### config.mk
export PLATFORM = sky130hd
export DESIGN_NAME = slot_allocator_with_wait_queues
export DESIGN_NICKNAME = d
export VERILOG_FILES = /design/src/rtl/sawq_pkg.sv /design/src/rtl/slot_allocator_with_wait_queues.sv /design/src/rtl/sawq_front.sv /design/src/rtl/sawq_back.sv
export SDC_FILE = /design/constraint.sdc
export NUM_CORES = 2
export LEC_CHECK = 0
export ABC_AREA = 1
export BUFFER_PORTS_ARGS = -buffer_cell sky130_fd_sc_hd__buf_2
export CAP_MARGIN = 20
export CORE_UTILIZATION = 39
export CTS_BUF_LIST = sky130_fd_sc_hd__clkbuf_4
export DETAILED_ROUTE_END_ITERATION = 8
export PLACE_DENSITY = 0.64
export SETUP_SLACK_MARGIN = 0.05
export SYNTH_ARGS = -nofsm -noshare
export SYNTH_HDL_FRONTEND = slang
export SYNTH_SLANG_ARGS = --single-unit
### constraint.sdc
create_clock -name aclk -period 4.4 [get_ports aclk]
set_input_delay 0.44 -clock aclk [delete_from_list [all_inputs] [get_ports aclk]]
set_output_delay 0.44 -clock aclk [all_outputs]
set_load 0.05 [all_outputs]
### src/rtl/sawq_pkg.sv
// Package: shared types, constants and codes for the slot allocator.
`default_nettype none
package sawq_pkg;
    localparam int MaxRowsDef   = 4;
    localparam int MaxSlotsDef  = 16;
    localparam int IdBitsDef    = 8;
    localparam int WaitDepthDef = 64;

    localparam int RowW  = 2;
    localparam int SlotW = 4;
    localparam int IdW   = 8;
    localparam int CodeW = 2;

    // reply codes
    localparam logic [CodeW-1:0] CODE_GRANT  = 2'd0;
    localparam logic [CodeW-1:0] CODE_ACK    = 2'd1;
    localparam logic [CodeW-1:0] CODE_QUEUED = 2'd2;
    localparam logic [CodeW-1:0] CODE_DROP   = 2'd3;

    // operations and kinds
    localparam logic OP_REQUEST = 1'b0;
    localparam logic OP_RELEASE = 1'b1;
    localparam logic KIND_PAIR  = 1'b1;

    // configuration register indexes
    localparam logic CFG_ROWS  = 1'b0;
    localparam logic CFG_SLOTS = 1'b1;

    // one request as it passes from front to back
    typedef struct packed {
        logic             op;
        logic             kind;
        logic [IdW-1:0]   id;
        logic [RowW-1:0]  rrow;
        logic [SlotW-1:0] rslot;
    } req_t;

    // one reply item
    typedef struct packed {
        logic             last;
        logic [SlotW-1:0] slot;
        logic [RowW-1:0]  row;
        logic             kind;
        logic [CodeW-1:0] code;
        logic [IdW-1:0]   dest;
    } reply_t;
endpackage
`default_nettype wire

### src/rtl/slot_allocator_with_wait_queues.sv
// Top level: slot allocator with first-fit search and per-kind wait queues.
// Usage:
//  s_ channel takes one request per handshake; s_tuser selects alloc or
//  release and single or pair. m_ channel returns one to three replies per
//  request; m_tuser gives code and kind, m_tlast marks the last one.
//  cfg channel writes rows in use (index 0) or slots per row (index 1); the
//  user writes only while idle (unenforced); free count is then rebuilt.
// Sequence: an allocation searches one row per cycle over the rows in use,
//  first fit, then replies. A release frees its slots if in range; the
//  single and the pair search for the queue heads run before its ack so
//  that m_tlast is known, and each queued grant follows the reply before
//  it. The back end takes no new request until its last reply is taken.
//  When m_tready is low the sequencer holds its reply; the front queue still
//  takes up to two more requests.
// Reset: aresetn low clears the map, empties both queues and restores
//  rows 4, slots 16; free count is then rebuilt before requests are taken.
`default_nettype none
module slot_allocator_with_wait_queues
    import sawq_pkg::*;
#(
    parameter int WAIT_DEPTH = WaitDepthDef
) (
    input  wire logic        aclk,
    input  wire logic        aresetn,
    input  wire logic        s_tvalid,
    output logic             s_tready,
    // s_tuser: operation, kind
    input  wire logic [1:0]  s_tuser,
    // s_tdata: requester_id[7:0], release_row[1:0], release_slot[3:0]
    input  wire logic [15:0] s_tdata,
    input  wire logic        cfg_valid,
    output logic             cfg_ready,
    input  wire logic        cfg_index,
    input  wire logic [4:0]  cfg_data,
    output logic             m_tvalid,
    input  wire logic        m_tready,
    // m_tuser: reply_code[1:0], reply_kind
    output logic [2:0]       m_tuser,
    // m_tdata: dest_id[7:0], grant_row[1:0], grant_slot[3:0]
    output logic [15:0]      m_tdata,
    output logic             m_tlast
);
    req_t   in_req, q_req;
    reply_t rep;
    logic   q_valid, q_ready;

    assign in_req.op    = s_tuser[0];
    assign in_req.kind  = s_tuser[1];
    assign in_req.id    = s_tdata[7:0];
    assign in_req.rrow  = s_tdata[9:8];
    assign in_req.rslot = s_tdata[13:10];
    assign cfg_ready    = 1'b1;

    sawq_front u_front (
        .aclk, .aresetn,
        .in_valid(s_tvalid), .in_ready(s_tready), .in_req,
        .out_valid(q_valid), .out_ready(q_ready), .out_req(q_req)
    );

    sawq_back #(
        .WAIT_DEPTH(WAIT_DEPTH)
    ) u_back (
        .aclk, .aresetn,
        .in_valid(q_valid), .in_ready(q_ready), .in_req(q_req),
        .cfg_valid, .cfg_index, .cfg_data,
        .out_valid(m_tvalid), .out_ready(m_tready), .out_rep(rep)
    );

    assign m_tdata = {2'd0, rep.slot, rep.row, rep.dest};
    assign m_tuser = {rep.kind, rep.code};
    assign m_tlast = rep.last;
endmodule
`default_nettype wire

### src/rtl/sawq_front.sv
// Front end: accepts requests and holds them in a short queue for the back end.
`default_nettype none
module sawq_front
    import sawq_pkg::*;
(
    input  wire logic aclk,
    input  wire logic aresetn,
    input  wire logic in_valid,
    output logic      in_ready,
    input  wire req_t in_req,
    output logic      out_valid,
    input  wire logic out_ready,
    output req_t      out_req
);
    // two-entry queue
    req_t       q_reg [2];
    logic       rd_reg, wr_reg;
    logic [1:0] cnt_reg;
    logic       push, pop;

    assign in_ready  = (cnt_reg != 2'd2);
    assign out_valid = (cnt_reg != 2'd0);
    assign out_req   = q_reg[rd_reg];
    assign push      = in_valid && in_ready;
    assign pop       = out_valid && out_ready;

    always_ff @(posedge aclk) begin
        if (push) q_reg[wr_reg] <= in_req;
        if (!aresetn) begin
            rd_reg  <= 1'b0;
            wr_reg  <= 1'b0;
            cnt_reg <= 2'd0;
        end else begin
            if (push) wr_reg <= ~wr_reg;
            if (pop)  rd_reg <= ~rd_reg;
            cnt_reg <= cnt_reg + {1'b0, push} - {1'b0, pop};
        end
    end

    assert property (@(posedge aclk) disable iff (!aresetn) cnt_reg != 2'd3)
        else $error("queue count out of range");
    assert property (@(posedge aclk) disable iff (!aresetn)
        (cnt_reg == 2'd2 && !pop) |=> cnt_reg == 2'd2)
        else $error("full queue lost an entry");
    assert property (@(posedge aclk) disable iff (!aresetn)
        (push && !pop) |=> cnt_reg == $past(cnt_reg) + 2'd1)
        else $error("push not counted");
endmodule
`default_nettype wire

### src/rtl/sawq_back.sv
// Back end: slot map, wait queues, first-fit search and reply generation.
`default_nettype none
module sawq_back
    import sawq_pkg::*;
#(
    parameter int WAIT_DEPTH = WaitDepthDef
) (
    input  wire logic       aclk,
    input  wire logic       aresetn,
    input  wire logic       in_valid,
    output logic            in_ready,
    input  wire req_t       in_req,
    input  wire logic       cfg_valid,
    input  wire logic       cfg_index,
    input  wire logic [4:0] cfg_data,
    output logic            out_valid,
    input  wire logic       out_ready,
    output reply_t          out_rep
);
    localparam int MAX_ROWS  = MaxRowsDef;
    localparam int MAX_SLOTS = MaxSlotsDef;
    localparam int ID_BITS   = IdBitsDef;
    localparam int RW = (MAX_ROWS > 1) ? $clog2(MAX_ROWS) : 1;
    localparam int SW = $clog2(MAX_SLOTS);
    localparam int QW = (WAIT_DEPTH > 1) ? $clog2(WAIT_DEPTH) : 1;
    localparam int CW = $clog2(WAIT_DEPTH + 1);
    localparam int MW = $clog2(MAX_ROWS * MAX_SLOTS + 1);

    typedef enum logic [3:0] {
        S_IDLE, S_SEARCH, S_REQ, S_REL, S_ACK, S_SS, S_SG, S_PG, S_RS, S_RP, S_OUT
    } state_t;

    // slot map (flip-flops: busy bit per slot; owner ids travel in the grants)
    logic [MAX_SLOTS-1:0] busy_reg  [MAX_ROWS];
    logic [ID_BITS-1:0]   sq_mem [WAIT_DEPTH];
    logic [ID_BITS-1:0]   pq_mem [WAIT_DEPTH];
    logic [QW-1:0]        sq_head_reg, pq_head_reg;
    logic [CW-1:0]        sq_cnt_reg, pq_cnt_reg;
    logic [ID_BITS-1:0]   sq_rd_reg, pq_rd_reg;
    logic [2:0]           rows_cfg_reg;
    logic [4:0]           slots_cfg_reg;
    logic [MW-1:0]        free_reg;
    state_t               state_reg, ret_reg;
    req_t                 req_reg;
    reply_t               rep_reg;
    logic                 ovalid_reg;
    logic                 width2_reg;
    logic                 found_reg;
    logic [RW-1:0]        frow_reg;
    logic [SW-1:0]        fslot_reg;
    logic [RW:0]          srow_reg;
    logic                 pend_s_reg, pend_p_reg;
    logic [ID_BITS-1:0]   s_id_reg, p_id_reg;
    logic [RW-1:0]        s_row_reg;
    logic [SW-1:0]        s_slot_reg;

    // effective in-use area
    logic [RW:0]   nrows;
    logic [SW:0]   nslots;
    logic [MAX_SLOTS-1:0] use_mask;
    always_comb begin
        nrows = (rows_cfg_reg == 3'd0) ? (RW+1)'(1) :
                ({2'b0, rows_cfg_reg} > 5'(MAX_ROWS)) ? (RW+1)'(MAX_ROWS)
                : (RW+1)'(rows_cfg_reg);
        nslots = (slots_cfg_reg == 5'd0) ? (SW+1)'(1) :
                 ({1'b0, slots_cfg_reg} > 6'(MAX_SLOTS)) ? (SW+1)'(MAX_SLOTS)
                 : (SW+1)'(slots_cfg_reg);
        for (int s = 0; s < MAX_SLOTS; s++)
            use_mask[s] = (s < int'(nslots));
    end

    // one row searched per cycle: priority encoder on the free vector
    logic [MAX_SLOTS-1:0] row_free, cand;
    logic                 hit;
    logic [SW-1:0]        hit_slot;
    logic [RW-1:0]        srow;
    assign srow = srow_reg[RW-1:0];
    always_comb begin
        row_free = ~busy_reg[srow] & use_mask;
        cand = width2_reg ? (row_free & (row_free >> 1) & (use_mask >> 1)) : row_free;
        hit = 1'b0;
        hit_slot = '0;
        for (int s = MAX_SLOTS - 1; s >= 0; s--)
            if (cand[s]) begin
                hit = 1'b1;
                hit_slot = SW'(s);
            end
    end

    // recount of free slots after reset or a config write: all rows in use at once
    logic [MW-1:0] free_now;
    always_comb begin
        free_now = '0;
        for (int r = 0; r < MAX_ROWS; r++)
            if (r < int'(nrows))
                free_now = free_now + MW'($countones(~busy_reg[r] & use_mask));
    end
    logic recount_reg;

    // release range check
    logic rel_ok;
    assign rel_ok = ({1'b0, req_reg.rrow} < 3'(nrows)) &&
                    ({1'b0, req_reg.rslot} + (SW+1)'(width2_reg ? 2 : 1) <= nslots);

    assign in_ready  = (state_reg == S_IDLE) && !recount_reg;
    assign out_valid = ovalid_reg;
    assign out_rep   = rep_reg;

    // queue pointer wrap at the queue depth
    function automatic logic [QW-1:0] next_ptr(input logic [QW-1:0] p);
        return (p == QW'(WAIT_DEPTH - 1)) ? '0 : QW'(p + 1'b1);
    endfunction

    function automatic logic [QW-1:0] wr_addr(input logic [QW-1:0] h, input logic [CW-1:0] c);
        logic [CW:0] sum;
        sum = (CW+1)'(h) + (CW+1)'(c);
        if (sum >= (CW+1)'(WAIT_DEPTH)) sum = sum - (CW+1)'(WAIT_DEPTH);
        return QW'(sum);
    endfunction

    // queue read data registered
    always_ff @(posedge aclk) begin
        sq_rd_reg <= sq_mem[sq_head_reg];
        pq_rd_reg <= pq_mem[pq_head_reg];
    end

    // queue writes
    always_ff @(posedge aclk) begin
        if (state_reg == S_REQ && !found_reg && req_reg.id != 8'd0 &&
            !width2_reg && sq_cnt_reg < CW'(WAIT_DEPTH))
            sq_mem[wr_addr(sq_head_reg, sq_cnt_reg)] <= ID_BITS'(req_reg.id);
        if (state_reg == S_REQ && !found_reg && req_reg.id != 8'd0 &&
            width2_reg && pq_cnt_reg < CW'(WAIT_DEPTH))
            pq_mem[wr_addr(pq_head_reg, pq_cnt_reg)] <= ID_BITS'(req_reg.id);
    end

    function automatic reply_t mk(input logic [IdW-1:0] d, input logic [CodeW-1:0] c,
                                  input logic k, input logic [RowW-1:0] r,
                                  input logic [SlotW-1:0] s, input logic l);
        reply_t x;
        x.dest = d; x.code = c; x.kind = k; x.row = r; x.slot = s; x.last = l;
        return x;
    endfunction

    // main sequencer
    always_ff @(posedge aclk) begin
        if (!aresetn) begin
            state_reg     <= S_IDLE;
            ret_reg       <= S_IDLE;
            ovalid_reg    <= 1'b0;
            sq_head_reg   <= '0;
            pq_head_reg   <= '0;
            sq_cnt_reg    <= '0;
            pq_cnt_reg    <= '0;
            rows_cfg_reg  <= 3'd4;
            slots_cfg_reg <= 5'd16;
            recount_reg   <= 1'b1;
            free_reg      <= '0;
            pend_s_reg    <= 1'b0;
            pend_p_reg    <= 1'b0;
            for (int r = 0; r < MAX_ROWS; r++) busy_reg[r] <= '0;
        end else begin
            if (cfg_valid) begin
                if (cfg_index == CFG_ROWS) rows_cfg_reg <= cfg_data[2:0];
                else                        slots_cfg_reg <= cfg_data;
                recount_reg <= 1'b1;
            end else if (recount_reg) begin
                free_reg    <= free_now;
                recount_reg <= 1'b0;
            end
            unique case (state_reg)
                S_IDLE: begin
                    if (in_valid && in_ready) begin
                        req_reg    <= in_req;
                        width2_reg <= in_req.kind;
                        if (in_req.op == OP_REQUEST) begin
                            srow_reg  <= '0;
                            found_reg <= 1'b0;
                            ret_reg   <= S_REQ;
                            state_reg <= S_SEARCH;
                        end else begin
                            state_reg <= S_REL;
                        end
                    end
                end
                S_SEARCH: begin
                    if (hit) begin
                        found_reg <= 1'b1;
                        frow_reg  <= srow;
                        fslot_reg <= hit_slot;
                        state_reg <= ret_reg;
                    end else if (srow_reg + 1'b1 >= nrows) begin
                        state_reg <= ret_reg;
                    end else begin
                        srow_reg <= srow_reg + 1'b1;
                    end
                end
                S_REQ: begin
                    if (req_reg.id == 8'd0) begin
                        rep_reg <= mk(req_reg.id, CODE_DROP, req_reg.kind, '0, '0, 1'b1);
                    end else if (found_reg) begin
                        busy_reg[frow_reg][fslot_reg]  <= 1'b1;
                        if (width2_reg)
                            busy_reg[frow_reg][SW'(fslot_reg + 1'b1)]  <= 1'b1;
                        free_reg <= free_reg - (width2_reg ? MW'(2) : MW'(1));
                        rep_reg <= mk(req_reg.id, CODE_GRANT, req_reg.kind,
                                      RowW'(frow_reg), SlotW'(fslot_reg), 1'b1);
                    end else if (!width2_reg && sq_cnt_reg < CW'(WAIT_DEPTH)) begin
                        sq_cnt_reg <= sq_cnt_reg + 1'b1;
                        rep_reg <= mk(req_reg.id, CODE_QUEUED, 1'b0, '0, '0, 1'b1);
                    end else if (width2_reg && pq_cnt_reg < CW'(WAIT_DEPTH)) begin
                        pq_cnt_reg <= pq_cnt_reg + 1'b1;
                        rep_reg <= mk(req_reg.id, CODE_QUEUED, 1'b1, '0, '0, 1'b1);
                    end else begin
                        rep_reg <= mk(req_reg.id, CODE_DROP, req_reg.kind, '0, '0, 1'b1);
                    end
                    ovalid_reg <= 1'b1;
                    ret_reg    <= S_IDLE;
                    state_reg  <= S_OUT;
                end
                S_REL: begin
                    if (rel_ok) begin
                        busy_reg[RW'(req_reg.rrow)][SW'(req_reg.rslot)] <= 1'b0;
                        if (width2_reg)
                            busy_reg[RW'(req_reg.rrow)][SW'(req_reg.rslot + 1'b1)] <= 1'b0;
                        free_reg <= free_reg
                            + MW'(busy_reg[RW'(req_reg.rrow)][SW'(req_reg.rslot)])
                            + MW'(width2_reg &&
                                  busy_reg[RW'(req_reg.rrow)][SW'(req_reg.rslot + 1'b1)]);
                    end
                    state_reg <= S_ACK;
                end
                S_ACK: begin
                    // single search first
                    width2_reg <= 1'b0;
                    srow_reg   <= '0;
                    found_reg  <= 1'b0;
                    ret_reg    <= S_SG;
                    state_reg  <= (sq_cnt_reg != '0) ? S_SEARCH : S_SS;
                end
                S_SS: begin
                    state_reg <= S_SG;
                end
                S_SG: begin
                    // take the head single waiter, then search for a pair
                    pend_s_reg <= found_reg && sq_cnt_reg != '0;
                    if (found_reg && sq_cnt_reg != '0) begin
                        busy_reg[frow_reg][fslot_reg] <= 1'b1;
                        free_reg    <= free_reg - MW'(1);
                        sq_head_reg <= next_ptr(sq_head_reg);
                        sq_cnt_reg  <= sq_cnt_reg - 1'b1;
                        s_id_reg    <= sq_rd_reg;
                        s_row_reg   <= frow_reg;
                        s_slot_reg  <= fslot_reg;
                    end
                    width2_reg <= 1'b1;
                    srow_reg   <= '0;
                    found_reg  <= 1'b0;
                    ret_reg    <= S_PG;
                    state_reg  <= (pq_cnt_reg != '0) ? S_SEARCH : S_PG;
                end
                S_PG: begin
                    // take the head pair waiter; ack goes out once both outcomes are known
                    pend_p_reg <= found_reg && pq_cnt_reg != '0;
                    if (found_reg && pq_cnt_reg != '0) begin
                        busy_reg[frow_reg][fslot_reg] <= 1'b1;
                        busy_reg[frow_reg][SW'(fslot_reg + 1'b1)] <= 1'b1;
                        free_reg    <= free_reg - MW'(2);
                        pq_head_reg <= next_ptr(pq_head_reg);
                        pq_cnt_reg  <= pq_cnt_reg - 1'b1;
                        p_id_reg    <= pq_rd_reg;
                    end
                    rep_reg <= mk(req_reg.id, CODE_ACK, req_reg.kind, '0, '0,
                                  !(pend_s_reg || (found_reg && pq_cnt_reg != '0)));
                    ovalid_reg <= 1'b1;
                    ret_reg    <= S_RS;
                    state_reg  <= S_OUT;
                end
                S_RS: begin
                    // single grant reply, if any
                    if (pend_s_reg) begin
                        rep_reg <= mk(IdW'(s_id_reg), CODE_GRANT, 1'b0,
                                      RowW'(s_row_reg), SlotW'(s_slot_reg), !pend_p_reg);
                        ovalid_reg <= 1'b1;
                        pend_s_reg <= 1'b0;
                        ret_reg    <= S_RP;
                        state_reg  <= S_OUT;
                    end else begin
                        state_reg <= S_RP;
                    end
                end
                S_RP: begin
                    // pair grant reply, if any
                    if (pend_p_reg) begin
                        rep_reg <= mk(IdW'(p_id_reg), CODE_GRANT, 1'b1,
                                      RowW'(frow_reg), SlotW'(fslot_reg), 1'b1);
                        ovalid_reg <= 1'b1;
                        pend_p_reg <= 1'b0;
                        ret_reg    <= S_IDLE;
                        state_reg  <= S_OUT;
                    end else begin
                        state_reg <= S_IDLE;
                    end
                end
                S_OUT: begin
                    if (out_ready) begin
                        ovalid_reg <= 1'b0;
                        state_reg  <= ret_reg;
                    end
                end
                default: state_reg <= S_IDLE;
            endcase
        end
    end

    assert property (@(posedge aclk) disable iff (!aresetn)
        (ovalid_reg && !out_ready) |=> ovalid_reg)
        else $error("reply dropped under stall");
    assert property (@(posedge aclk) disable iff (!aresetn)
        sq_cnt_reg <= CW'(WAIT_DEPTH) && pq_cnt_reg <= CW'(WAIT_DEPTH))
        else $error("wait count overflow");
    assert property (@(posedge aclk) disable iff (!aresetn)
        in_ready |-> !ovalid_reg)
        else $error("new request while reply pending");
endmodule
`default_nettype wire

==> load_flow_metrics.sql <==
INSERT INTO impl_metrics (metric_group, metric, value, unit) VALUES
('synthesis', 'most_common_flop_cell_mapped_by_yosys', 'edfxtp_1', ''),
('routing', 'wirelength', '133', 'mm'),
('placed_design', 'gp_routability_congestion', '0.895', ''),
('final_layout', 'layout-drive-gt1-share', '14.6', '%'),
('die', 'io-pin-count', '52', ''),
('final_layout', 'synthToLayoutAreaGrowth', '12.9', '%'),
('power', 'leakage', '19.9', 'nW'),
('routing', 'route.vias.total', '35600', ''),
('critical_path', 'critical-path-slowest-cell', 'nor2_4', ''),
('hold_path', 'hp-class', 'input pin to flip-flop', ''),
('routing', 'antenna_violating_nets_post_route', '0', ''),
('synthesis', 'synth_cell_types', '54', ''),
('routing', 'avgRoutedWirePerCell', '20.2', 'µm'),
('routing', 'route.detailed.vias_per_inst', '5.40', ''),
('clock_network', 'cts_tree', 'done', ''),
('timing', 'timing.hold.ws', '0.203', 'ns'),
('grt', 'grt_antenna_before_repair', '4', ''),
('final_layout', 'final_nets', '4690', ''),
('critical_path', 'critical_path_class', 'flip-flop to flip-flop', ''),
('critical_path', 'worstSetupStartpointType', 'flip-flop', ''),
('routing', 'drt_iter0_drc', '3669', ''),
('power', 'finalPower', '26.1', 'mW'),
('synthesis', 'synth.avg_cell_area', '11.9', 'µm²'),
('grt', 'pin_count_of_the_biggest_net_entering_global_routing', '206', ''),
('power', 'peakVddDrop', '0.258', 'mV'),
('clock_network', 'clockBufferDepth', '4', ''),
('timing', 'sum_neg_setup_slack', '0', 'ns'),
('routing', 'dr.pass1.iters', '5', ''),
('clock_network', 'clkSlewWorstSetupHoldPaths', '0.06', 'ns'),
('die', 'die_y', '367', 'µm'),
('timing', 'finalSetupViolations', '0', ''),
('timing', 'finalHoldViolations', '0', ''),
('timing', 'tightest_slew', '1.07', 'ns'),
('die', 'chipWidth', '367', 'µm'),
('placed_design', 'detailed_place_hpwl', '75.8', 'mm'),
('power', 'power.density_cell_area', '445', 'nW/µm²'),
('timing', 'max_freq', '265', 'MHz'),
('timing', 'report.final.slew_viol_count', '0', ''),
('critical_path', 'required', '5.25', 'ns'),
('critical_path', 'critical_path_peak_fanout', '16', ''),
('synthesis', 'synthArstFlopShare', '0', '%'),
('die', 'core-area', '132000', 'µm²'),
('synthesis', 'synth_seq_area_share', '71.2', '%'),
('final_layout', 'finalCoreUtilization', '44.5', '%'),
('clock_network', 'cts_hold_repair.buffers', '55', ''),
('synthesis', 'synth_cells', '4367', ''),
('timing', 'finalWorstSetupSlack', '0.622', 'ns'),
('critical_path', 'worst_path_largest_cell_delay', '0.54', 'ns'),
('clock_network', 'htreeDepth', '5', ''),
('timing', 'post-route-period-util', '85.9', '%'),
('critical_path', 'crit_chain', 'inv_1, ha_1, fa_1, xor2_1, ha_1, a21oi_1, o221ai_1, o21ai_0, nand2_1, o22ai_4, inv_2, nor2_4, nand2_1, nand2_1', ''),
('die', 'starting_utilization_of_the_core_area', '39.4', '%'),
('synthesis', 'yosysWarningCount', '0', ''),
('die', 'fp.dieArea', '135000', 'µm²'),
('synthesis', 'yosys_register_bits', '1255', ''),
('clock_network', 'post_cts.resized_instances', '0', ''),
('die', 'rows', '133', ''),
('synthesis', 'number_of_enable_type_register_cells_in_the_synthesized_netlist', '1186', ''),
('outcome', 'run_status', 'completed', ''),
('timing', 'worst_slew_margin_rel', '28.5', '%'),
('clock_network', 'tritoncts_num_sinks', '1255', ''),
('critical_path', 'timing.critical_path.mode_cell', 'nand2_1', ''),
('grt', 'grt_pass1_vias', '34000', ''),
('grt', 'overflow', '0', ''),
('timing', 'min_period', '3.78', 'ns'),
('routing', 'detail_route.drc_violations', '0', ''),
('critical_path', 'setup.worst_path.end_class', 'flip-flop', ''),
('clock_network', 'clk_latency', '1.20', 'ns'),
('timing', 'finalClockSkew', '0.104', 'ns'),
('grt', 'total_routing_resource_utilization_after_global_routing', '19.2', '%'),
('placed_design', 'io_buffers', '46', ''),
('flow_run', 'max_cap_viol_count', '0', ''),
('clock_network', 'cts_made_buffers', '340', ''),
('clock_network', 'ctsRootBufferMaster', 'clkbuf_4', ''),
('critical_path', 'worst_ep_arrival_time', '4.63', 'ns'),
('timing', 'rsz_0062_raised_after_global_routing', 'false', ''),
('placed_design', 'pre_cts_slack', '0.639', 'ns'),
('clock_network', 'post_cts.repair.setup_buffers', '0', ''),
('grt', 'grt_pass1_wl', '199', 'mm'),
('synthesis', 'synthesis.area', '51900', 'µm²');
==> cell type report <==
type                       count  area, µm²
antenna                        6       15.0
sequential                  1255      37000
clock inverter                64        307
tap                         1755       2200
inverter                     162        623
timing repair buffer         166       1400
multi-input combinational   2695      13300
clock buffer                 500       3750
fill                       12100      73200
==> stage by stage <==
step	cell area, µm²	instances
4_1_cts	58600	6596
3_3_place_gp	54000	5977
3_5_place_dp	54000	5977
5_1_grt	58600	6602
2_1_floorplan	51900	4368
6_report	58600	6603
==> critical path, delay by kind of cell (launching register included) <==
kind	cells	cell delay, ns
DFF	1	0.49
AOI/OAI and AO/OA	4	0.64
buffers and inverters	2	0.17
xor gates and xnor gates	1	0.18
and+or+nand+nor	4	1.05
adders and majority gates	3	0.95
==> Yosys cell counts, types with 16 or more instances <==
library cell	instances	area, µm²
a21oi_1	76	380
a31oi_1	21	131
buf_2	21	105
clkbuf_1	212	796
dfxtp_1	69	1380
edfxtp_1	1186	35600
ha_1	36	450
inv_1	135	507
inv_2	20	75.1
nand2_1	496	1860
nand3_1	105	526
nand4_1	32	200
nor2_1	856	3210
nor2_2	16	100
o211ai_1	45	338
o21ai_0	606	3030
o221ai_1	99	867
o22ai_1	177	1110
==> kinds of logic (layout without fill, tap and decap cells) <==
logic type	Yosys count	count (layout)	synth area share, %
compound gates	1079	1079	12.1
xor+xnor	19	19	0.320
fa+ha+maj	41	41	1.06
buf+inv	418	892	3.17
flops	1255	1255	71.2
other cells	2	9	0.0145
simple gates	1553	1553	12.0
==> per-layer routing <==
metal / routed length (µm) / track usage, % / share of wire, %
met2: 62800 / 30.3 / 47
met1: 56500 / 26.2 / 42
met4: 2700 / 6.73 / 2.0
met5: 0 / 0 / 0
met3: 11100 / 4.19 / 8.3
==> placed cells by master (no fill, tap or decap), drive strengths merged, types with 12 or more instances in the layout <==
cell type    netlist  layout
edfxtp          1186    1186
nor2             879     879
o21ai            618     618
nand2            511     511
clkbuf           213     500
o22ai            180     180
inv              156     163
buf               43     111
nand3            105     105
o221ai            99      99
a21oi             76      76
dfxtp             69      69
clkinv             6      59
dlygate4sd3        0      55
o211ai            45      45
ha                36      36
nand4             33      33
a31oi             21      21
xor2              14      14
nor3              12      12
==> where the power goes <==
part	switching, mW	internal, mW	total, mW
sequential	0.209	13.4	13.6
clock	4.62	5.27	9.89
combinational	1.88	0.690	2.57
==> path summary, 6_finish.rpt <==
check	depth (start not counted)	startpoint	end	slack (ns)
hold reg to reg	0	u_back.pq_rd_reg[0]	u_back.p_id_reg[0]	0.39
setup reg to reg	14	u_back.width2_reg	u_back.busy_reg[2][4]	0.62
hold / removal	4	cfg_data[1]	u_back.rows_cfg_reg[1]	0.20
setup / recovery	14	u_back.width2_reg	u_back.busy_reg[2][4]	0.62
Power figures use the tool's default switching activity.
